File: src/hw/rtl/iwr_pkg.sv
// ----------------------------------------------------------------------------
// Instruction window retire package
// Command and status codes, decoded operations and the request format
// passed from the front end to the back end.
// ----------------------------------------------------------------------------
package iwr_pkg;

  // Default ring depth of the window
  localparam int unsigned WINDOW_DEPTH = 64;

  // Depth of the request queue between front and back end
  localparam int unsigned QUEUE_DEPTH = 2;

  // Most entries freed per retire tick, and retire width after reset
  localparam logic [3:0] MAX_RETIRE       = 4'd8;
  localparam logic [3:0] RETIRE_WIDTH_RST = 4'd4;

  // Command codes on the input channel
  localparam logic [1:0] CMD_INSERT   = 2'd0;
  localparam logic [1:0] CMD_COMPLETE = 2'd1;
  localparam logic [1:0] CMD_RETIRE   = 2'd2;

  // Decoded operation
  typedef enum logic [1:0] {
    OP_INSERT,
    OP_COMPLETE,
    OP_RETIRE,
    OP_NOP
  } op_e;

  // Result status codes
  typedef enum logic [1:0] {
    ST_OK      = 2'd0,
    ST_FULL    = 2'd1,
    ST_ALREADY = 2'd2,
    ST_MISSING = 2'd3
  } status_e;

  // Back end sequencer states
  typedef enum logic {
    BK_IDLE,
    BK_SCAN
  } back_state_e;

  // Classified request held in the queue
  typedef struct packed {
    op_e         op;
    logic [31:0] tag;
    logic [2:0]  mem_ops;
  } iwr_req_t;

endpackage

File: src/hw/rtl/iwr_front.sv
// ----------------------------------------------------------------------------
// Instruction window retire front end
// Accepts requests, decodes the command and buffers them in a short queue.
// ----------------------------------------------------------------------------
module iwr_front (
  input  logic             clk_i,
  input  logic             rst_ni,
  input  logic             in_valid_i,
  output logic             in_stall_o,
  input  logic [1:0]       cmd_i,
  input  logic [31:0]      instr_tag_i,
  input  logic [2:0]       mem_ops_i,
  output logic             req_valid_o,
  output iwr_pkg::iwr_req_t req_o,
  input  logic             req_pop_i
);
  import iwr_pkg::*;

  localparam int unsigned QIdxW = (QUEUE_DEPTH > 1) ? $clog2(QUEUE_DEPTH) : 1;
  localparam int unsigned QCntW = $clog2(QUEUE_DEPTH + 1);

  iwr_req_t              slot_q [QUEUE_DEPTH];
  logic [QIdxW-1:0]      wr_ptr_q, wr_ptr_d;
  logic [QIdxW-1:0]      rd_ptr_q, rd_ptr_d;
  logic [QCntW-1:0]      cnt_q, cnt_d;
  iwr_req_t              dec_req;
  logic                  push, pop;

  // Classify the incoming command
  always_comb begin
    dec_req.tag     = instr_tag_i;
    dec_req.mem_ops = mem_ops_i;
    unique case (cmd_i)
      CMD_INSERT:   dec_req.op = OP_INSERT;
      CMD_COMPLETE: dec_req.op = OP_COMPLETE;
      CMD_RETIRE:   dec_req.op = OP_RETIRE;
      default:      dec_req.op = OP_NOP;
    endcase
  end

  // Queue handshake
  assign in_stall_o  = (cnt_q == QCntW'(QUEUE_DEPTH));
  assign push        = in_valid_i && !in_stall_o;
  assign req_valid_o = (cnt_q != '0);
  assign pop         = req_pop_i && req_valid_o;
  assign req_o       = slot_q[rd_ptr_q];

  // Pointer and count update
  always_comb begin
    wr_ptr_d = wr_ptr_q;
    rd_ptr_d = rd_ptr_q;
    cnt_d    = cnt_q;
    if (push) begin
      wr_ptr_d = (wr_ptr_q == QIdxW'(QUEUE_DEPTH - 1)) ? '0 : wr_ptr_q + QIdxW'(1);
    end
    if (pop) begin
      rd_ptr_d = (rd_ptr_q == QIdxW'(QUEUE_DEPTH - 1)) ? '0 : rd_ptr_q + QIdxW'(1);
    end
    if (push && !pop) begin
      cnt_d = cnt_q + QCntW'(1);
    end else if (pop && !push) begin
      cnt_d = cnt_q - QCntW'(1);
    end
  end

  always_ff @(posedge clk_i or negedge rst_ni) begin
    if (!rst_ni) begin
      wr_ptr_q <= '0;
      rd_ptr_q <= '0;
      cnt_q    <= '0;
    end else begin
      wr_ptr_q <= wr_ptr_d;
      rd_ptr_q <= rd_ptr_d;
      cnt_q    <= cnt_d;
    end
  end

  // Queue storage
  always_ff @(posedge clk_i) begin
    if (push) begin
      slot_q[wr_ptr_q] <= dec_req;
    end
  end

endmodule

File: src/hw/rtl/iwr_back.sv
// ----------------------------------------------------------------------------
// Instruction window retire back end
// Holds the window ring in a memory with one write and one read port, runs
// insert, completion search and retire walk, and keeps the registered result.
// ----------------------------------------------------------------------------
module iwr_back #(
  parameter int unsigned WindowDepth = iwr_pkg::WINDOW_DEPTH
) (
  input  logic              clk_i,
  input  logic              rst_ni,
  input  logic              req_valid_i,
  input  iwr_pkg::iwr_req_t req_i,
  output logic              req_pop_o,
  input  logic [3:0]        retire_width_i,
  output logic              out_valid_o,
  input  logic              out_stall_i,
  output logic [1:0]        status_o,
  output logic [3:0]        retired_count_o,
  output logic [6:0]        occupancy_o
);
  import iwr_pkg::*;

  localparam int unsigned PtrW = $clog2(WindowDepth);
  localparam int unsigned CntW = $clog2(WindowDepth + 1);
  localparam int unsigned CmpW = (CntW > 4) ? CntW : 4;

  typedef struct packed {
    logic [31:0] tag;
    logic [2:0]  pending;
  } entry_t;

  // Window memory
  entry_t          entry_q [WindowDepth];
  entry_t          rd_data_q;
  logic [PtrW-1:0] rd_idx_q;
  logic            rd_vld_q, rd_vld_d;
  logic            mem_we, mem_re;
  logic [PtrW-1:0] mem_waddr, mem_raddr;
  entry_t          mem_wdata;

  // Window and scan state
  back_state_e     state_q, state_d;
  logic [PtrW-1:0] head_q, head_d;
  logic [PtrW-1:0] tail_q, tail_d;
  logic [CntW-1:0] fill_q, fill_d;
  logic [PtrW-1:0] scan_ptr_q, scan_ptr_d;
  logic [CntW-1:0] issue_q, issue_d;
  logic [CntW-1:0] limit_q, limit_d;
  logic [3:0]      done_q, done_d;
  logic [31:0]     tag_q, tag_d;
  op_e             op_q, op_d;

  // Result register
  logic            res_vld_q, res_vld_d;
  status_e         res_status_q, res_status_d;
  logic [3:0]      res_retired_q, res_retired_d;
  logic [6:0]      res_occ_q;
  logic            res_load;

  logic            res_free, start, is_full, scan_end;
  logic [3:0]      rw_eff;
  logic [CmpW-1:0] rw_cmp, fill_cmp;

  assign res_free  = !res_vld_q || !out_stall_i;
  assign start     = (state_q == BK_IDLE) && req_valid_i && res_free;
  assign req_pop_o = start;
  assign is_full   = (fill_q == CntW'(WindowDepth));

  // Effective retire limit: width clamped to eight, bounded by the fill
  assign rw_eff   = (retire_width_i > MAX_RETIRE) ? MAX_RETIRE : retire_width_i;
  assign rw_cmp   = CmpW'(rw_eff);
  assign fill_cmp = CmpW'(fill_q);

  // Next state
  always_comb begin
    state_d = state_q;
    unique case (state_q)
      BK_IDLE: begin
        if (start && (req_i.op == OP_COMPLETE || req_i.op == OP_RETIRE)) begin
          state_d = BK_SCAN;
        end
      end
      BK_SCAN: begin
        if (scan_end) begin
          state_d = BK_IDLE;
        end
      end
      default: state_d = BK_IDLE;
    endcase
  end

  // Datapath and memory control
  always_comb begin
    head_d        = head_q;
    tail_d        = tail_q;
    fill_d        = fill_q;
    scan_ptr_d    = scan_ptr_q;
    issue_d       = issue_q;
    limit_d       = limit_q;
    done_d        = done_q;
    tag_d         = tag_q;
    op_d          = op_q;
    mem_we        = 1'b0;
    mem_re        = 1'b0;
    mem_waddr     = head_q;
    mem_raddr     = scan_ptr_q;
    mem_wdata     = {req_i.tag, req_i.mem_ops};
    res_load      = 1'b0;
    res_status_d  = ST_OK;
    res_retired_d = '0;
    scan_end      = 1'b0;

    unique case (state_q)
      BK_IDLE: begin
        if (start) begin
          op_d       = req_i.op;
          tag_d      = req_i.tag;
          scan_ptr_d = tail_q;
          issue_d    = '0;
          done_d     = '0;
          case (req_i.op)
            OP_INSERT: begin
              res_load = 1'b1;
              if (is_full) begin
                res_status_d = ST_FULL;
              end else begin
                mem_we = 1'b1;
                head_d = (head_q == PtrW'(WindowDepth - 1)) ? '0 : head_q + PtrW'(1);
                fill_d = fill_q + CntW'(1);
              end
            end
            OP_COMPLETE: limit_d = fill_q;
            OP_RETIRE:   limit_d = CntW'((rw_cmp < fill_cmp) ? rw_cmp : fill_cmp);
            default:     res_load = 1'b1;
          endcase
        end
      end
      BK_SCAN: begin
        if (rd_vld_q) begin
          // Check the entry read in the previous cycle
          if (op_q == OP_COMPLETE) begin
            if (rd_data_q.tag == tag_q) begin
              scan_end = 1'b1;
              res_load = 1'b1;
              if (rd_data_q.pending == 3'd0) begin
                res_status_d = ST_ALREADY;
              end else begin
                mem_we    = 1'b1;
                mem_waddr = rd_idx_q;
                mem_wdata = {rd_data_q.tag, 3'(rd_data_q.pending - 3'd1)};
              end
            end
          end else if (rd_data_q.pending != 3'd0) begin
            // Oldest entry still waits on memory: retirement stops
            scan_end      = 1'b1;
            res_load      = 1'b1;
            res_retired_d = done_q;
          end else begin
            done_d = done_q + 4'd1;
            tail_d = (tail_q == PtrW'(WindowDepth - 1)) ? '0 : tail_q + PtrW'(1);
            fill_d = fill_q - CntW'(1);
          end
        end else if (issue_q == limit_q) begin
          // Every entry in range checked
          scan_end = 1'b1;
          res_load = 1'b1;
          if (op_q == OP_COMPLETE) begin
            res_status_d = ST_MISSING;
          end else begin
            res_retired_d = done_q;
          end
        end
        // Issue the next read
        if (!scan_end && issue_q < limit_q) begin
          mem_re     = 1'b1;
          scan_ptr_d = (scan_ptr_q == PtrW'(WindowDepth - 1)) ? '0 :
                       scan_ptr_q + PtrW'(1);
          issue_d    = issue_q + CntW'(1);
        end
      end
      default: ;
    endcase
  end

  assign rd_vld_d = mem_re;

  // Result handshake
  always_comb begin
    if (res_load) begin
      res_vld_d = 1'b1;
    end else begin
      res_vld_d = res_vld_q && out_stall_i;
    end
  end

  always_ff @(posedge clk_i or negedge rst_ni) begin
    if (!rst_ni) begin
      state_q    <= BK_IDLE;
      head_q     <= '0;
      tail_q     <= '0;
      fill_q     <= '0;
      scan_ptr_q <= '0;
      issue_q    <= '0;
      limit_q    <= '0;
      done_q     <= '0;
      op_q       <= OP_NOP;
      rd_vld_q   <= 1'b0;
      res_vld_q  <= 1'b0;
    end else begin
      state_q    <= state_d;
      head_q     <= head_d;
      tail_q     <= tail_d;
      fill_q     <= fill_d;
      scan_ptr_q <= scan_ptr_d;
      issue_q    <= issue_d;
      limit_q    <= limit_d;
      done_q     <= done_d;
      op_q       <= op_d;
      rd_vld_q   <= rd_vld_d;
      res_vld_q  <= res_vld_d;
    end
  end

  // Payload registers
  always_ff @(posedge clk_i) begin
    tag_q <= tag_d;
    if (res_load) begin
      res_status_q  <= res_status_d;
      res_retired_q <= res_retired_d;
      res_occ_q     <= 7'(fill_d);
    end
  end

  // Window memory: one write, one registered read
  always_ff @(posedge clk_i) begin
    if (mem_we) begin
      entry_q[mem_waddr] <= mem_wdata;
    end
    if (mem_re) begin
      rd_data_q <= entry_q[mem_raddr];
      rd_idx_q  <= mem_raddr;
    end
  end

  assign out_valid_o     = res_vld_q;
  assign status_o        = res_status_q;
  assign retired_count_o = res_retired_q;
  assign occupancy_o     = res_occ_q;

endmodule

File: src/hw/rtl/instruction_window_retire_core.sv
// ----------------------------------------------------------------------------
// Instruction window retire core
// In-order instruction window in a ring: insert, memory-op completion and
// retire ticks, one result per request.
// ----------------------------------------------------------------------------
//  channel  | direction | handshake                | payload
//  ---------+-----------+--------------------------+----------------------------
//  request  | in        | in_valid_i / in_stall_o  | cmd_i, instr_tag_i, mem_ops_i
//  result   | out       | out_valid_o / out_stall_i| status_o, retired_count_o,
//           |           |                          | occupancy_o
//  config   | in        | cfg_we_i                 | cfg_wdata_i (retire width)
//
// Insert and unused commands finish in the back end's idle state. A completion
// reads entries from the oldest until one matches its tag or every entry has
// been read; a retire reads at most min(width, fill) entries from the oldest.
// The single read port of the memory paces these scans, one entry a cycle.
// The front queue holds two requests, so input is taken while the back end
// works or a result is stalled until the queue fills.
// Reset empties the window; the memory needs no sweep.
// ----------------------------------------------------------------------------
module instruction_window_retire_core #(
  parameter int unsigned WindowDepth = iwr_pkg::WINDOW_DEPTH
) (
  input  logic        clk_i,
  input  logic        rst_ni,
  input  logic        in_valid_i,
  output logic        in_stall_o,
  input  logic [1:0]  cmd_i,
  input  logic [31:0] instr_tag_i,
  input  logic [2:0]  mem_ops_i,
  output logic        out_valid_o,
  input  logic        out_stall_i,
  output logic [1:0]  status_o,
  output logic [3:0]  retired_count_o,
  output logic [6:0]  occupancy_o,
  input  logic        cfg_we_i,
  input  logic [3:0]  cfg_wdata_i
);
  import iwr_pkg::*;

  iwr_req_t   req;
  logic       req_valid, req_pop;
  logic [3:0] retire_width_q;

  // Retire width register
  always_ff @(posedge clk_i or negedge rst_ni) begin
    if (!rst_ni) begin
      retire_width_q <= RETIRE_WIDTH_RST;
    end else if (cfg_we_i) begin
      retire_width_q <= cfg_wdata_i;
    end
  end

  iwr_front u_front (
    .clk_i       (clk_i),
    .rst_ni      (rst_ni),
    .in_valid_i  (in_valid_i),
    .in_stall_o  (in_stall_o),
    .cmd_i       (cmd_i),
    .instr_tag_i (instr_tag_i),
    .mem_ops_i   (mem_ops_i),
    .req_valid_o (req_valid),
    .req_o       (req),
    .req_pop_i   (req_pop)
  );

  iwr_back #(
    .WindowDepth (WindowDepth)
  ) u_back (
    .clk_i           (clk_i),
    .rst_ni          (rst_ni),
    .req_valid_i     (req_valid),
    .req_i           (req),
    .req_pop_o       (req_pop),
    .retire_width_i  (retire_width_q),
    .out_valid_o     (out_valid_o),
    .out_stall_i     (out_stall_i),
    .status_o        (status_o),
    .retired_count_o (retired_count_o),
    .occupancy_o     (occupancy_o)
  );

endmodule

File: config.mk
export PLATFORM = sky130hd
export DESIGN_NAME = instruction_window_retire_core
export DESIGN_NICKNAME = d
export VERILOG_FILES = /design/src/hw/rtl/iwr_pkg.sv /design/src/hw/rtl/iwr_front.sv /design/src/hw/rtl/iwr_back.sv /design/src/hw/rtl/instruction_window_retire_core.sv
export SDC_FILE = /design/constraint.sdc
export NUM_CORES = 2
export LEC_CHECK = 0
export BUFFER_PORTS_ARGS = -buffer_cell sky130_fd_sc_hd__buf_2
export CORE_MARGIN = 2
export CORE_UTILIZATION = 30
export DETAILED_ROUTE_END_ITERATION = 8
export REMOVE_ABC_BUFFERS = 1
export SLEW_MARGIN = 20
export SYNTH_ARGS = -nofsm -noshare
export SYNTH_HDL_FRONTEND = slang
export SYNTH_SLANG_ARGS = --single-unit
File: constraint.sdc
create_clock -name clk_i -period 14.9 [get_ports clk_i]
set_clock_uncertainty 0.15 [all_clocks]
set_input_delay 1.49 -clock clk_i [delete_from_list [all_inputs] [get_ports clk_i]]
set_output_delay 1.49 -clock clk_i [all_outputs]
set_load 0.005 [all_outputs]
Yosys cells after proc, flatten, opt, wreduce, memory -nomap -nowiden:

Memory sizes are Yosys's and may differ from the RTL's. A register that Yosys moved wholly into a read port is not among the register bits.
Cells that the tools add are included.
W data, S select, Z words.

* register bits after elaboration: 107
* bits in writable memories: 2314
* bits of input ports: 46
* output and inout bits: 15
* word-level logic and storage cells: 171
* memories kept: 2

Memory list
* u_back.entry_q: depth 64, bits a word 35, read ports 1, clocked after memory_dff 1, wr ports 1, line iwr_back.sv:33 `entry_t entry_q [WindowDepth];`
* u_front.slot_q: depth 2, bits a word 37, read ports 1, clocked after memory_dff 0, wr ports 1, line iwr_front.sv:22 `iwr_req_t slot_q [QUEUE_DEPTH];`

* add/sub/neg operators: 12
* order comparisons: 3
* eq/ne operators: 17
* mux-type cells: 82
* bitwise logic cells: 4
* reduce and logical (&&, ||, !) cells: 31

Operators by type and width (count)
* $mux W35: 5
* $mux W7: 9
* $mux W6: 10
* $pmux W7 S2: 3
* $mux W4: 10
* $eq A32 B32 Y1: 1
* $mux W1: 28
* $mux W2: 10
* $add A6 B1 Y6 const B: 3
* $eq A6 B6 Y1 const B: 3
* $add A7 B1 Y7 const B: 2
* $pmux W6 S2: 1
* $reduce_and A4 Y1: 3
* $logic_and A1 B1 Y1: 9
* $pmux W4 S2: 1
* $eq A7 B7 Y1: 1
* $eq A7 B7 Y1 const B: 1
* $lt A4 B7 Y1: 1
* $lt A7 B7 Y1: 1
* $sub A7 B1 Y7 const B: 1
* $eq A2 B1 Y1 const B: 3
* $eq A2 B2 Y1 const B: 3
* $logic_not A1 Y1: 6
* $ne A2 B2 Y1 const B: 3
* other kinds (19): 31

Longest topological paths before layout:

* depth in word-level cells: 9
* depth in mapped cells: 11
* mapped depth without buffers: 9

Modules after synthesis:

A second synthesis with hierarchy kept.

* cell total of the unflattened synthesis: 3968
* area, all modules: 94653.3 um^2

By module, submodules not included
* iwr_back: times used 1, cells each 3824, area each 91546.6 um^2, sequential area each 71050.6 um^2
* iwr_front: times used 1, cells each 136, area each 2960.3 um^2, sequential area each 2322.2 um^2
* instruction_window_retire_core: times used 1, cells each 8, area each 146.4 um^2, sequential area each 101.3 um^2

Worst setup path before layout:

No wires, ideal clock.

* path type: input to register
* from: input port out_stall_i
* to: memory u_back.entry_q[55][0] (netlist bit), enable pin
* library setup time: 0.471 ns
* data arrival time: 5.062 ns
* required time: 14.279 ns
* slack: 9.217 ns
* stages: 6
* buffers on the path: 1
* path through: a211oi_1 > nand3_1 > clkbuf_1 > nor3_1 > a31oi_1 > nor3_1

* cells in the longest elaborated chain, start to end: 7

RTL lines
* start, declared: line instruction_window_retire_core.sv:32 `input logic out_stall_i,`
* $logic_not A1 Y1: line iwr_back.sv:64 `assign res_free = !res_vld_q || !out_stall_i;`
* $logic_or A1 B1 Y1: line iwr_back.sv:64
* $logic_and A1 B1 Y1: line iwr_back.sv:65 `assign start = (state_q == BK_IDLE) && req_valid_i && res_free;`
* $mux W1: line iwr_back.sv:115 `if (start) begin`
* $pmux W1 S2: line iwr_back.sv:113 `unique case (state_q)`
* $mux W1: line iwr_back.sv:236 `if (mem_we) begin`
* $mux W1 (not written as such): line iwr_back.sv:237 `entry_q[mem_waddr] <= mem_wdata;`
* end, declared: line iwr_back.sv:33

No other way between the ends.

==> report_table.html <==
<table>
<tr><th>Metric</th><th>Value</th></tr>
<tr><th colspan="2">Floorplan</th></tr>
<tr><td>Die Area</td><td>320000 sq um</td></tr>
<tr><td>Top-Level Pins</td><td>61</td></tr>
<tr><td>Row count</td><td>206</td></tr>
<tr><td>Initial core utilization</td><td>30.1%</td></tr>
<tr><td>Chip Height</td><td>566 microns</td></tr>
<tr><td>Width of the chip</td><td>566 microns</td></tr>
<tr><td>Area of the core</td><td>314000 sq um</td></tr>
<tr><th colspan="2">GRT</th></tr>
<tr><td>Total overflow reported by the global router</td><td>0</td></tr>
<tr><td>Maximum number of pins on one net before global-route repair</td><td>145</td></tr>
<tr><td>Wire length of the first global-routing pass</td><td>341000 microns</td></tr>
<tr><td>Number of global-route vias before repair</td><td>44400</td></tr>
<tr><td>Number of antenna violations at the first check in global routing</td><td>20</td></tr>
<tr><td>Global-route usage over all layers</td><td>14.8%</td></tr>
<tr><th colspan="2">Worst setup path</th></tr>
<tr><td>Type of element launching the critical path</td><td>register</td></tr>
<tr><td>Cell chain of the critical path</td><td>buf_12 &gt; buf_12 &gt; buf_4 &gt; mux4_2 &gt; mux4_2 &gt; mux2_2 &gt; nand2_1 &gt; o21ai_0</td></tr>
<tr><td>Worst R2R Setup Slack</td><td>9070 ps</td></tr>
<tr><td>R2r startpoint</td><td>u_back.mem_raddr[1]</td></tr>
<tr><td>Buffers and inverters on the worst path</td><td>3</td></tr>
<tr><td>Crit-path slowest cell</td><td>sky130_fd_sc_hd__dfrtp_4</td></tr>
<tr><td>Largest fanout on the critical path</td><td>144</td></tr>
<tr><td>Largest delay contributor family on the critical path</td><td>buffers and inverters</td></tr>
<tr><td>Crit path required time</td><td>15300 ps</td></tr>
<tr><td>CP arrival</td><td>6230 ps</td></tr>
<tr><td>Element type at the critical path end</td><td>register</td></tr>
<tr><td>Cells on worst reg2reg path</td><td>8</td></tr>
<tr><td>Critical path's largest stage delay</td><td>1060 ps</td></tr>
<tr><td>Worst flop-to-flop path endpoint</td><td>u_back.rd_data_q[1]</td></tr>
<tr><td>Worst Setup Path Type</td><td>reg -&gt; reg</td></tr>
<tr><th colspan="2">Cells and area</th></tr>
<tr><td>Net total in the final layout</td><td>4332</td></tr>
<tr><td>Fraction of final layout cells sized beyond drive strength 1</td><td>31.9%</td></tr>
<tr><td>Total inserted antenna cells</td><td>0</td></tr>
<tr><td>Filler cell count</td><td>28800</td></tr>
<tr><td>Area growth, synth to finish</td><td>15.1%</td></tr>
<tr><td>Count of placed standard cells in the final layout, fillers left out</td><td>8626</td></tr>
<tr><td>Sequential Area</td><td>73500 sq um</td></tr>
<tr><td>Utilization of the core after routing</td><td>34.7%</td></tr>
<tr><td>Area used by multi-input combinational logic</td><td>21000 sq um</td></tr>
<tr><th colspan="2">Clock network</th></tr>
<tr><td>CTS max path bufs</td><td>3</td></tr>
<tr><td>Hold-fix buffers at CTS</td><td>0</td></tr>
<tr><td>Master cell of the clock root buffer</td><td>sky130_fd_sc_hd__clkbuf_16</td></tr>
<tr><td>Worst-skew pair later-pin latency</td><td>910 ps</td></tr>
<tr><td>Number of clock buffers inserted by TritonCTS</td><td>238</td></tr>
<tr><td>Count of cells resized by post-cts repair</td><td>0</td></tr>
<tr><td>TritonCTS clock tree</td><td>done</td></tr>
<tr><td>Clock-pin transition on the worst setup and hold timing paths</td><td>60 ps</td></tr>
<tr><td>Number of clock sinks</td><td>2456</td></tr>
<tr><td>Setup repair bufs after CTS</td><td>0</td></tr>
<tr><td>CTS H-tree depth</td><td>4</td></tr>
<tr><th colspan="2">Yosys</th></tr>
<tr><td>Predominant post-synthesis flop cell</td><td>sky130_fd_sc_hd__edfxtp_1</td></tr>
<tr><td>Biggest area consumer among synthesized cells</td><td>sky130_fd_sc_hd__edfxtp_1</td></tr>
<tr><td>Number of synthesis warnings</td><td>0</td></tr>
<tr><td>Number of synthesized flops with an enable pin</td><td>2400</td></tr>
<tr><td>Top cells by instance count after synthesis</td><td>2400 x sky130_fd_sc_hd__edfxtp_1, 725 x sky130_fd_sc_hd__mux4_2, 179 x sky130_fd_sc_hd__nor2_1, 91 x sky130_fd_sc_hd__clkbuf_1, 74 x sky130_fd_sc_hd__nand2_1</td></tr>
<tr><td>Share of async-settable or async-resettable flops after synthesis</td><td>2.28%</td></tr>
<tr><td>Largest cells by area after synthesis</td><td>sky130_fd_sc_hd__edfxtp_1 76%, sky130_fd_sc_hd__mux4_2 17%, sky130_fd_sc_hd__dfrtp_1 1.4%, sky130_fd_sc_hd__nor2_1 0.71%, sky130_fd_sc_hd__mux2_2 0.62%</td></tr>
<tr><td>Synthesized netlist cell count</td><td>4022</td></tr>
<tr><td>Post-synth top area share</td><td>76.1%</td></tr>
<tr><td>Number of unique standard cell types used by synthesis</td><td>61</td></tr>
<tr><td>Average size of a mapped cell</td><td>23.6 sq um</td></tr>
<tr><td>Count leader, synth</td><td>sky130_fd_sc_hd__edfxtp_1</td></tr>
<tr><td>Number of synthesized register bits</td><td>2456</td></tr>
<tr><td>Sequential share of the synthesized area</td><td>77.6%</td></tr>
<tr><td>Netlist area before placement</td><td>94700 sq um</td></tr>
<tr><th colspan="2">STA</th></tr>
<tr><td>Number of setup violations in the final report</td><td>0</td></tr>
<tr><td>Final Max Tran Viols</td><td>0</td></tr>
<tr><td>Transition time at the pin with the least slew margin</td><td>1390 ps</td></tr>
<tr><td>Max-slew headroom at the worst pin</td><td>7.41%</td></tr>
<tr><td>Worst Hold Slack</td><td>342 ps</td></tr>
<tr><td>Setup repair after global routing missed its margin</td><td>no</td></tr>
<tr><td>Time the worst path needs with I/O delays and setup</td><td>5830 ps</td></tr>
<tr><td>Achievable Freq</td><td>172 MHz</td></tr>
<tr><td>Final worst-path cycle share</td><td>39.1%</td></tr>
<tr><td>Fin. Hold Viols</td><td>0</td></tr>
<tr><td>Post-route setup TNS</td><td>0 ps</td></tr>
<tr><th colspan="2">Routing</th></tr>
<tr><td>Number of design-rule violations left by the first detailed-router iteration</td><td>5725</td></tr>
<tr><td>Final wirelength</td><td>241000 microns</td></tr>
<tr><td>Detail-routed via count per cell</td><td>5.09</td></tr>
<tr><td>Overall via count from detail_route</td><td>43900</td></tr>
<tr><td>Detailed Routing Iterations Pass 1</td><td>7</td></tr>
<tr><td>Post-route ant nets</td><td>0</td></tr>
<tr><td>Post-route DRC</td><td>1</td></tr>
<tr><td>Routed length per instance</td><td>28.0 microns</td></tr>
<tr><th colspan="2">Power and ir drop</th></tr>
<tr><td>Peak supply drop</td><td>143 uV</td></tr>
<tr><td>P per Cell Area</td><td>179 nW/um^2</td></tr>
<tr><td>Total power</td><td>19.5 mW</td></tr>
<tr><td>Total leakage power</td><td>32.6 nW</td></tr>
<tr><th colspan="2">Worst hold path</th></tr>
<tr><td>Hold depth</td><td>2</td></tr>
<tr><td>Startpoint of the worst hold path</td><td>u_back.op_q[0]</td></tr>
<tr><td>Class of the most critical hold timing path</td><td>reg -&gt; reg</td></tr>
<tr><td>Endpoint of the worst hold path</td><td>u_back.op_q[0]</td></tr>
<tr><th colspan="2">Placement</th></tr>
<tr><td>Count of placed standard cells including taps</td><td>8183</td></tr>
<tr><td>Gpl congestion</td><td>0.806</td></tr>
<tr><td>Half-perimeter wire length of the detailed placement result</td><td>135000 microns</td></tr>
<tr><td>Input/output buffers</td><td>60</td></tr>
<tr><th colspan="2">Outcome</th></tr>
<tr><td>Failing checks</td><td>design-rule violations</td></tr>
<tr><td>Status</td><td>complete, but fails checks</td></tr>
<tr><th colspan="2">Run</th></tr>
<tr><td>MaxCap Viol Count</td><td>0</td></tr>
</table>
[cell usage in the layout, fill, tap and decap left out, types with 6 or more instances in the layout]
cell / count
sky130_fd_sc_hd__a21oi_1: 9
sky130_fd_sc_hd__and2_1: 6
sky130_fd_sc_hd__buf_12: 13
sky130_fd_sc_hd__buf_2: 60
sky130_fd_sc_hd__buf_4: 123
sky130_fd_sc_hd__bufinv_16: 17
sky130_fd_sc_hd__clkbuf_1: 55
sky130_fd_sc_hd__clkbuf_16: 239
sky130_fd_sc_hd__clkinv_1: 63
sky130_fd_sc_hd__clkinv_16: 11
sky130_fd_sc_hd__clkinv_2: 43
sky130_fd_sc_hd__clkinvlp_4: 7
sky130_fd_sc_hd__dfrtp_1: 46
sky130_fd_sc_hd__edfxtp_1: 2400
sky130_fd_sc_hd__ha_1: 22
sky130_fd_sc_hd__inv_1: 24
sky130_fd_sc_hd__mux2_2: 52
sky130_fd_sc_hd__mux2i_1: 29
sky130_fd_sc_hd__mux4_2: 725
sky130_fd_sc_hd__nand2_1: 73
sky130_fd_sc_hd__nand2b_1: 18
sky130_fd_sc_hd__nand3_1: 21
sky130_fd_sc_hd__nand4_1: 9
sky130_fd_sc_hd__nor2_1: 86
sky130_fd_sc_hd__nor2_4: 93
sky130_fd_sc_hd__nor2b_1: 6
sky130_fd_sc_hd__nor3_1: 10
sky130_fd_sc_hd__nor4_1: 10
sky130_fd_sc_hd__o21ai_0: 37
sky130_fd_sc_hd__xnor2_1: 23
sky130_fd_sc_hd__xor2_1: 28
[layout make-up]
cell class	count	share of cell area, %
Clock inverter	147	1.30
Multi-Input combinational cell	1339	19.2
Tap cell	4160	4.77
Inverter	27	0.0930
Clock buffer	295	5.69
Timing Repair Buffer	202	1.49
Sequential cell	2456	67.4
[layer usage]
| metal | up-vias | wire (microns) | part of all wire [%] | global-route usage (%) |
|---|---|---|---|---|
| li1 | 17600 | - | - | - |
| met1 | 24100 | 101000 | 42 | 20.8 |
| met2 | 1973 | 113000 | 47 | 23.2 |
| met3 | 334 | 20100 | 8.3 | 3.13 |
| met4 | 2 | 6980 | 2.9 | 4.49 |
| met5 | - | 13 | 0.0054 | 0 |
[where the power goes]
group	switching (mW)	internal [mW]
Sequential	0.267	8.75
Combinational	2.84	1.74
Clock	2.61	3.25
Total	5.71	13.8
[state kept, by name, indices dropped and copies added (netlist names), 7 cells and up]
signal / count
u_back.occupancy_o: 7
u_back.entry_q: 2240
u_back.fill_cmp: 7
u_front.slot_q: 74
u_back.rd_data_q: 35
u_back.tag_q: 32
u_back.limit_q: 7
u_back.issue_q: 7
[worst register-to-register path, delay by kind of cell (launching register included)]
kind,cells,cell delay (ps)
flops,1,1060
mux,3,1300
simple gates,1,80
compound gates,1,270
buf+inv,3,2590
[logic make-up (layout without fill, tap and decap cells)]
group           after synthesis  in the layout  synth area share (%)
flops                      2456           2456                  77.6
mux                         807            807                  18.2
simple gates                360            360                  1.70
buf+inv                     227            671                  1.12
compound gates               99             99                 0.674
xor+xnor                     51             51                 0.472
fa+ha+maj                    22             22                 0.291
[worst max-delay path by stage]
stage	startpoint	to	slack (ps)	cells past startpoint
finish	u_back.mem_raddr[1]	u_back.rd_data_q[1]	9070	8
global route	u_back.mem_raddr[1]	u_back.rd_data_q[1]	8830	8
CTS	u_back.mem_raddr[0]	u_back.rd_data_q[20]	8940	6
detailed placement	out_stall_i	u_back.entry_q[58][21]	8960	8
global placement	u_back.mem_raddr[1]	u_back.rd_data_q[1]	8970	8
floorplan	u_back.mem_raddr[0]	u_back.rd_idx_q[0]	-9060	0
[stage by stage]
stage,area (sq um),setup WS [ps]
finish,109000,9070
global route,109000,8830
CTS,109000,8940
detailed placement,101000,8960
global placement,101000,8970
floorplan,93800,-9060
Note: power is estimated with default switching activity, not from simulation.
